**src/design/bmm_pkg.sv**
```systemverilog
`default_nettype none
package bmm_pkg;

    // default sizes and fixed alphabet
    localparam int PATTERN_DEPTH_DEF = 64;
    localparam int TEXT_DEPTH_DEF    = 4096;
    localparam int ALPHABET_SIZE     = 256;
    localparam int CHAR_W            = $clog2(ALPHABET_SIZE);

    // field widths
    localparam int OPC_W      = 2;
    localparam int ADDR_W     = 12;
    localparam int BYTE_W     = 8;
    localparam int STAT_W     = 3;
    localparam int POS_W      = 12;
    localparam int PLEN_W     = 7;
    localparam int TLEN_W     = 13;
    localparam int CFG_IDX_W  = 1;
    localparam int CFG_DATA_W = 13;

    // opcodes
    localparam logic [OPC_W-1:0] OPC_WR_PAT  = 2'd0;
    localparam logic [OPC_W-1:0] OPC_WR_TXT  = 2'd1;
    localparam logic [OPC_W-1:0] OPC_PREPARE = 2'd2;
    localparam logic [OPC_W-1:0] OPC_FIND    = 2'd3;

    // result status codes
    localparam logic [STAT_W-1:0] ST_STORED   = 3'd0;
    localparam logic [STAT_W-1:0] ST_MATCH    = 3'd1;
    localparam logic [STAT_W-1:0] ST_NONE     = 3'd2;
    localparam logic [STAT_W-1:0] ST_PREPARED = 3'd3;
    localparam logic [STAT_W-1:0] ST_REJECTED = 3'd4;

    // configuration register indexes
    localparam logic [CFG_IDX_W-1:0] CFG_PAT_LEN = 1'b0;
    localparam logic [CFG_IDX_W-1:0] CFG_TXT_LEN = 1'b1;

    typedef struct packed {
        logic [OPC_W-1:0]  opcode;
        logic [ADDR_W-1:0] address;
        logic [BYTE_W-1:0] data_byte;
    } t_req;

    typedef struct packed {
        logic [STAT_W-1:0] status;
        logic [POS_W-1:0]  match_position;
    } t_rsp;

    // datapath micro-operations
    typedef enum logic [4:0] {
        OP_NOP,
        OP_LOAD,
        OP_WR_PAT,
        OP_WR_TXT,
        OP_REJECT,
        OP_PREP_START,
        OP_BC_FILL,
        OP_BCP_WR,
        OP_GS_INIT,
        OP_L_TOP,
        OP_L_NEXT,
        OP_L_UPD,
        OP_B_CHK,
        OP_B_WR,
        OP_FIND_START,
        OP_S_EQ,
        OP_S_SKIP,
        OP_PUSH
    } t_op;

    typedef struct packed {
        t_op  op;
        logic gs_q;
    } t_cmd;

    typedef struct packed {
        logic [OPC_W-1:0] opcode;
        logic pat_ok;
        logic txt_ok;
        logic plen_ok;
        logic ready;
        logic c_last;
        logic i_last;
        logic i_zero;
        logic l_cond;
        logic s_end;
        logic s_eq;
        logic out_free;
    } t_sts;

endpackage
`default_nettype wire

```
**src/design/bmm_ctrl.sv**
```systemverilog
`default_nettype none
module bmm_ctrl (
    input  wire              i_clk,
    input  wire              i_rst_n,
    input  wire              i_req_valid,
    output logic             o_req_ready,
    input  bmm_pkg::t_sts    i_sts,
    output bmm_pkg::t_cmd    o_cmd
);

    typedef enum logic [4:0] {
        S_IDLE, S_DECODE, S_BC_FILL, S_BCP_RD, S_BCP_WR, S_GS_INIT,
        S_L_TOP, S_L_CMP, S_L_UPD, S_L_RD, S_B_RD, S_B_CHK, S_B_WR,
        S_S_TOP, S_S_CMP, S_S_SKIP, S_FIN
    } t_state;

    t_state r_state, n_state;
    logic   r_ready, n_ready;

    // next state and datapath command
    always_comb begin
        n_state   = r_state;
        o_cmd.op  = bmm_pkg::OP_NOP;
        o_cmd.gs_q = 1'b0;
        case (r_state)
            S_IDLE: begin
                if (i_req_valid) begin
                    o_cmd.op = bmm_pkg::OP_LOAD;
                    n_state  = S_DECODE;
                end
            end
            S_DECODE: begin
                n_state  = S_FIN;
                o_cmd.op = bmm_pkg::OP_REJECT;
                case (i_sts.opcode)
                    bmm_pkg::OPC_WR_PAT: begin
                        if (i_sts.pat_ok) o_cmd.op = bmm_pkg::OP_WR_PAT;
                    end
                    bmm_pkg::OPC_WR_TXT: begin
                        if (i_sts.txt_ok) o_cmd.op = bmm_pkg::OP_WR_TXT;
                    end
                    bmm_pkg::OPC_PREPARE: begin
                        if (i_sts.plen_ok) begin
                            o_cmd.op = bmm_pkg::OP_PREP_START;
                            n_state  = S_BC_FILL;
                        end
                    end
                    default: begin
                        if (i_sts.ready) begin
                            o_cmd.op = bmm_pkg::OP_FIND_START;
                            n_state  = S_S_TOP;
                        end
                    end
                endcase
            end
            S_BC_FILL: begin
                o_cmd.op = bmm_pkg::OP_BC_FILL;
                if (i_sts.c_last) n_state = S_BCP_RD;
            end
            S_BCP_RD: begin
                n_state = S_BCP_WR;
            end
            S_BCP_WR: begin
                o_cmd.op = bmm_pkg::OP_BCP_WR;
                n_state  = i_sts.i_last ? S_GS_INIT : S_BCP_RD;
            end
            S_GS_INIT: begin
                o_cmd.op = bmm_pkg::OP_GS_INIT;
                if (i_sts.i_last) n_state = S_L_TOP;
            end
            S_L_TOP: begin
                o_cmd.op = bmm_pkg::OP_L_TOP;
                n_state  = S_L_CMP;
            end
            S_L_CMP: begin
                o_cmd.gs_q = 1'b1;
                if (i_sts.l_cond) begin
                    n_state = S_L_UPD;
                end else begin
                    o_cmd.op = bmm_pkg::OP_L_NEXT;
                    n_state  = i_sts.i_zero ? S_B_RD : S_L_TOP;
                end
            end
            S_L_UPD: begin
                o_cmd.op = bmm_pkg::OP_L_UPD;
                n_state  = S_L_RD;
            end
            S_L_RD: begin
                n_state = S_L_CMP;
            end
            S_B_RD: begin
                n_state = S_B_CHK;
            end
            S_B_CHK: begin
                o_cmd.op = bmm_pkg::OP_B_CHK;
                n_state  = S_B_WR;
            end
            S_B_WR: begin
                o_cmd.op = bmm_pkg::OP_B_WR;
                n_state  = i_sts.i_last ? S_FIN : S_B_RD;
            end
            S_S_TOP: begin
                n_state = i_sts.s_end ? S_FIN : S_S_CMP;
            end
            S_S_CMP: begin
                if (i_sts.s_eq) begin
                    o_cmd.op = bmm_pkg::OP_S_EQ;
                    n_state  = i_sts.i_zero ? S_FIN : S_S_TOP;
                end else begin
                    n_state = S_S_SKIP;
                end
            end
            S_S_SKIP: begin
                o_cmd.op = bmm_pkg::OP_S_SKIP;
                n_state  = S_S_TOP;
            end
            S_FIN: begin
                if (i_sts.out_free) begin
                    o_cmd.op = bmm_pkg::OP_PUSH;
                    n_state  = S_IDLE;
                end
            end
            default: begin
                n_state = S_IDLE;
            end
        endcase
        n_ready = (n_state == S_IDLE);
    end

    // state and registered ready
    always_ff @(posedge i_clk) begin
        if (!i_rst_n) begin
            r_state <= S_IDLE;
            r_ready <= 1'b1;
        end else begin
            r_state <= n_state;
            r_ready <= n_ready;
        end
    end

    assign o_req_ready = r_ready;

endmodule
`default_nettype wire

```
**config.mk**
```make
export PLATFORM = sky130hd
export DESIGN_NAME = bmm_ctrl
export DESIGN_NICKNAME = d
export VERILOG_FILES = /design/src/design/bmm_pkg.sv /design/src/design/bmm_ctrl.sv
export SDC_FILE = /design/constraint.sdc
export NUM_CORES = 1
export LEC_CHECK = 0
export ABC_AREA = 0
export ABC_CLOCK_PERIOD_IN_PS = 1700
export BUFFER_PORTS_ARGS = -buffer_cell sky130_fd_sc_hd__buf_2
export CAP_MARGIN = 20
export CORE_MARGIN = 4
export CORE_UTILIZATION = 48
export CTS_BUF_LIST = sky130_fd_sc_hd__clkbuf_2
export DETAILED_ROUTE_END_ITERATION = 8
export HOLD_SLACK_MARGIN = 0.02
export MAX_ROUTING_LAYER = met4
export PLACE_DENSITY_LB_ADDON = 0.15
export REMOVE_ABC_BUFFERS = 1
export SETUP_SLACK_MARGIN = 0.3
export SLEW_MARGIN = 10
export SYNTH_ARGS = -nofsm -noshare
export SYNTH_HDL_FRONTEND = slang
export SYNTH_SLANG_ARGS = --single-unit
```
**constraint.sdc**
```tcl
create_clock -name i_clk -period 1.7 [get_ports i_clk]
set_input_delay 0.085 -clock i_clk [delete_from_list [all_inputs] [get_ports i_clk]]
set_output_delay 0.085 -clock i_clk [all_outputs]
set_load 0.01 [all_outputs]
```
==> impl_metrics.yaml, run 1 <==
synthesis:
  synthArstFlopShare_pct: 0
  ys_warn_count: 0
  syn_inst: 113
  synth_cell_types: 47
  syn_area_um2: 800
  synth-main-ff-cell: "dfxtp_1"
  synth.top_cell.area_share_pct: 15.0
  synth-seq-cells: 6
  yosysSeqAreaShare_pct: 15.0
  synth_edf_count: 0
  yosys.area.top_type: "dfxtp_1"
  synthTopCellsByArea: "dfxtp_1 (15%), nand3_1 (4.4%), o32ai_1 (4.4%), a31oi_1 (3.9%), mux2i_1 (3.8%)"
  postSynthAreaPerCell_um2: 7.08
die:
  rows: 14
  die_h_um: 48.8
  die_w_um: 48.8
  ios: 23
  start_util_pct: 51.9
cts:
  h-tree-depth: 1
  cts-hold-fix-buffers: 0
  cts-root-buf: "clkbuf_2"
  cts-buffers-inserted: 3
  cts.path.max_buffers: 2
  cts_sinks: 6
placed_design:
  place_area_um2: 1100
  globalplace.congestion: 0.977
  numPortBuffers: 22
  pre_cts_slack_ps: -225
  dp_hpwl_um: 2010
run_status:
  status: "did not finish"
  haltStage: "5_1_grt"
  tool.error: "[ERROR DPL-0033] detailed placement checks failed during check placement."
timing:
  worst_endpoint_kind: "output port"
  postGrtWorstEndpoint: "o_cmd[2]"
grt:
  grt_start_max_net_pins: 13
  antenna_found_initial: 0
==> metrics by stage <==
stage | std cells | TNS [ps]
3_5_place_dp | 168 | -445
3_3_place_gp | 168 | -308
2_1_floorplan | 103 | -1280
4_1_cts | 181 | -188
==> cells by family after synthesis <==
| logic type | after synthesis | synth area share [%] |
|---|---|---|
| buffers and inverters | 18 | 10.6 |
| DFF | 6 | 15.0 |
| and+or+nand+nor | 43 | 28.8 |
| xor gates and xnor gates | 2 | 2.19 |
| muxes | 4 | 5.16 |
| AOI/OAI and AO/OA | 40 | 38.2 |
==> cell usage after synthesis, types with 3 or more instances <==
library cell and n:
nand3b_1 4, a31oi_1 5, o21ai_0 5, nor2_1 8, or3_1 4, dfxtp_1 6
o32ai_1 4, nand3_1 7, clkbuf_1 3, nand2_1 8, a21oi_1 4, mux2i_1 3
inv_1 6, o31a_1 3
==> what timing repair did <==
action,4_1_cts
endpoints found under the setup margin,12
resized for setup,39
setup buffers,10
pin swaps,13
==> run 2, diff against run 1 <==
ABC_CLOCK_PERIOD_IN_PS = 2210   (was 1700)
CORE_AREA = 4 4 65 67   (was unset)
CORE_MARGIN = unset   (was 4)
CORE_UTILIZATION = unset   (was 48)
CTS_BUF_LIST = unset   (was sky130_fd_sc_hd__clkbuf_2)
DIE_AREA = 0 0 69 71   (was unset)
HOLD_SLACK_MARGIN = unset   (was 0.02)
MAX_ROUTING_LAYER = unset   (was met4)
SETUP_SLACK_MARGIN = unset   (was 0.3)
clock period = 2.21 ns   (was 1.7 ns; I/O delays follow)
==> impl_metrics.yaml, run 2 <==
synthesis:
  synthArstFlopShare_pct: 0
  synth.area.mux_share_pct: 5.16
  synth_top_family_by_area: "compound AO/OA/AOI/OAI gates"
  synthAdderAreaFrac_pct: 0
  ys_warn_count: 0
  syn_inst: 113
  synth_edf_count: 0
  synth-xor-area-share_pct: 2.19
  synth-compound-area-share_pct: 38.2
  syn_area_um2: 800
  postSynthAreaPerCell_um2: 7.08
  synth.top_cell.area_share_pct: 15.0
  synth_common_cells: "nand2_1 (8), nor2_1 (8), nand3_1 (7), dfxtp_1 (6), inv_1 (6)"
  yosys.area_share.simple_pct: 28.8
  yosysSeqAreaShare_pct: 15.0
  yosys.area.top_type: "dfxtp_1"
  synth_cell_types: 47
  synth-main-ff-cell: "dfxtp_1"
  synthTopCellsByArea: "dfxtp_1 (15%), nand3_1 (4.4%), o32ai_1 (4.4%), a31oi_1 (3.9%), mux2i_1 (3.8%)"
  synth-seq-cells: 6
detailed_routing:
  drtAntennaViolNets: 0
  drtIter0Drc: 68
  drc: 0
  wl_um: 2620
  wl_per_cell_um: 14.0
  drt-vias-per-instance: 5.16
  num_vias: 970
  firstDrtPassIters: 4
cts:
  cts.path.max_buffers: 2
  cts-buffers-inserted: 3
  h-tree-depth: 1
  cts_sinks: 6
  clk_pin_slew_worst_paths_ps: 40
  cts-root-buf: "clkbuf_8"
  cts-hold-fix-buffers: 0
  postCtsSetupBuffers: 0
  cts_resized: 0
  cts_tree: "done"
  clock_latency_ps: 230
layout:
  nets: 158
  fillerInstances: 434
  final_cell_mix: "buf_2 (22), buf_4 (12), nor2_1 (8), nand2_1 (8), nand3_1 (7)"
  diodes: 0
  drive_gt1_share_pct: 28.6
  largest-register: "r_state"
  final_common_cell: "buf_2"
  area_delta_synth_final_pct: 31.0
  largest_register_ffs: 5
  finish.utilization_pct: 28.8
die:
  start_util_pct: 22.0
  die_h_um: 71
  dieArea_um2: 4900
  core_um2: 3630
  die_w_um: 69
  ios: 23
  rows: 22
critical_path:
  critPathLaunchType: "register"
  crit_type: "reg2out"
  cp_num_cells: 6
  worstPathCellList: "buf_4 -> and4_1 -> nand2b_1 -> a2111oi_1 -> a211o_1 -> buf_2"
  worstPathRequired_ps: 2100
  rrSetupSlack_ps: 250
  critPathLaunch: "r_state[0]$_SDFF_PN0_"
  crit_path_max_fanout: 6
  worstReg2RegEnd: "o_req_ready$_SDFF_PN1_"
  critPathTopFamily: "compound AO/OA/AOI/OAI gates"
  crit_arrival_ps: 1980
  critPathCapture: "o_cmd[2]"
  cpPeakStageDelay_ps: 540
  r2r_cells: 5
  critPathSlowestCell: "a2111oi_1"
  cp_num_buf_inv: 2
  r2r_start: "r_state[1]$_SDFF_PN0_"
  critPathCaptureType: "primary output"
timing:
  fin_ws_ps: 116
  hold_viol: 0
  setup_viol: 0
  setup_tns_ps: 0
  drv_slew: 0
  maxSlewHeadroom_pct: 65.4
  max_freq_mhz: 477
  fin_skew_ps: 8.41
  layout_min_cycle_time_ps: 2090
  tightestPinTransition_ps: 518
  whs_ps: 110
  period_share_pct: 94.8
placed_design:
  numPortBuffers: 22
  dp_hpwl_um: 2110
  globalplace.congestion: 0.789
  pre_cts_slack_ps: 266
grt:
  grt_pass1_vias: 972
  overflow: 0
  grt_start_max_net_pins: 14
  grt.busiest_layer: "met2"
  grt_first_pass_wirelength_um: 4530
  grt_util_met2_pct: 18.4
  gr-usage-met3_pct: 1.42
  grt_util_all_layers_pct: 11.1
  gr-usage-met1_pct: 14.7
  antenna_found_initial: 0
power_and_ir_drop:
  powerDensity_nw_per_um2: 497
  p_leak_nw: 0.414
  peakVddDrop_mv: 0.141
job:
  drv_cap: 0
run_status:
  status: "finished clean"
hold_path:
  worstHoldPathType: "in2reg"
## run 2: cell counts after synthesis
Identical to the previous run, type by type.
## run 2: cell type report
class / instances / area, um^2 / share of cell area [%]
Sequential cell: 6 / 120 / 11.5
Inverter: 8 / 30.0 / 2.87
Clock buffer: 3 / 41.3 / 3.94
Multi-Input combinational cell: 89 / 596 / 56.9
Tap cell: 48 / 60.1 / 5.73
Timing Repair Buffer: 34 / 200 / 19.1
## run 2: worst min-delay path by stage
| stage | start | to | slack (ps) | cells past startpoint |
|---|---|---|---|---|
| 2_1_floorplan | i_rst_n | o_req_ready$_SDFF_PN1_ | 170 | 1 |
| 3_3_place_gp | i_rst_n | o_req_ready$_SDFF_PN1_ | 330 | 2 |
| 3_5_place_dp | i_rst_n | o_req_ready$_SDFF_PN1_ | 340 | 2 |
| 4_1_cts | i_rst_n | o_req_ready$_SDFF_PN1_ | 110 | 2 |
| 5_1_grt | i_rst_n | o_req_ready$_SDFF_PN1_ | 130 | 2 |
| 6_report | i_rst_n | o_req_ready$_SDFF_PN1_ | 110 | 2 |
## run 2: stage by stage
step	instance area, um^2	instances	total power, mW
floorplan	744	103	0.261
global placement	1000	185	0.356
detailed placement	1000	185	0.355
CTS	1050	188	0.523
global route	1050	188	0.558
finish	1050	188	0.521
## run 2: cell families (layout without fill, tap and decap cells)
family,after synthesis,after routing
buffers and inverters,18,45
XOR/XNOR,2,2
flip-flops,6,6
AND/OR/NAND/NOR,43,43
multiplexers,4,4
AO/OA/AOI/OAI,40,40
## run 2: routing by layer
| layer | up-vias | wire [um] |
|---|---|---|
| met1 | 458 | 1230 |
| li1 | 497 | - |
| met2 | 13 | 1310 |
| met5 | - | 0 |
| met4 | 0 | 23 |
| met3 | 2 | 59 |
## run 2: where the power goes
group	leakage (nW)	total, mW	internal [mW]	switching (mW)
Sequential	0.0491	0.139	0.119	0.0192
Clock	0.0216	0.167	0.117	0.0494
Combinational	0.343	0.215	0.101	0.114
## run 2: worst register-to-register path: cells and delay by family, from the launching register on
family	cells	cell delay, ps
AO/OA/AOI/OAI	2	400
flip-flops	1	560
multiplexers	1	230
AND/OR/NAND/NOR	2	670
No activity file was read; power rests on OpenSTA's default activity.
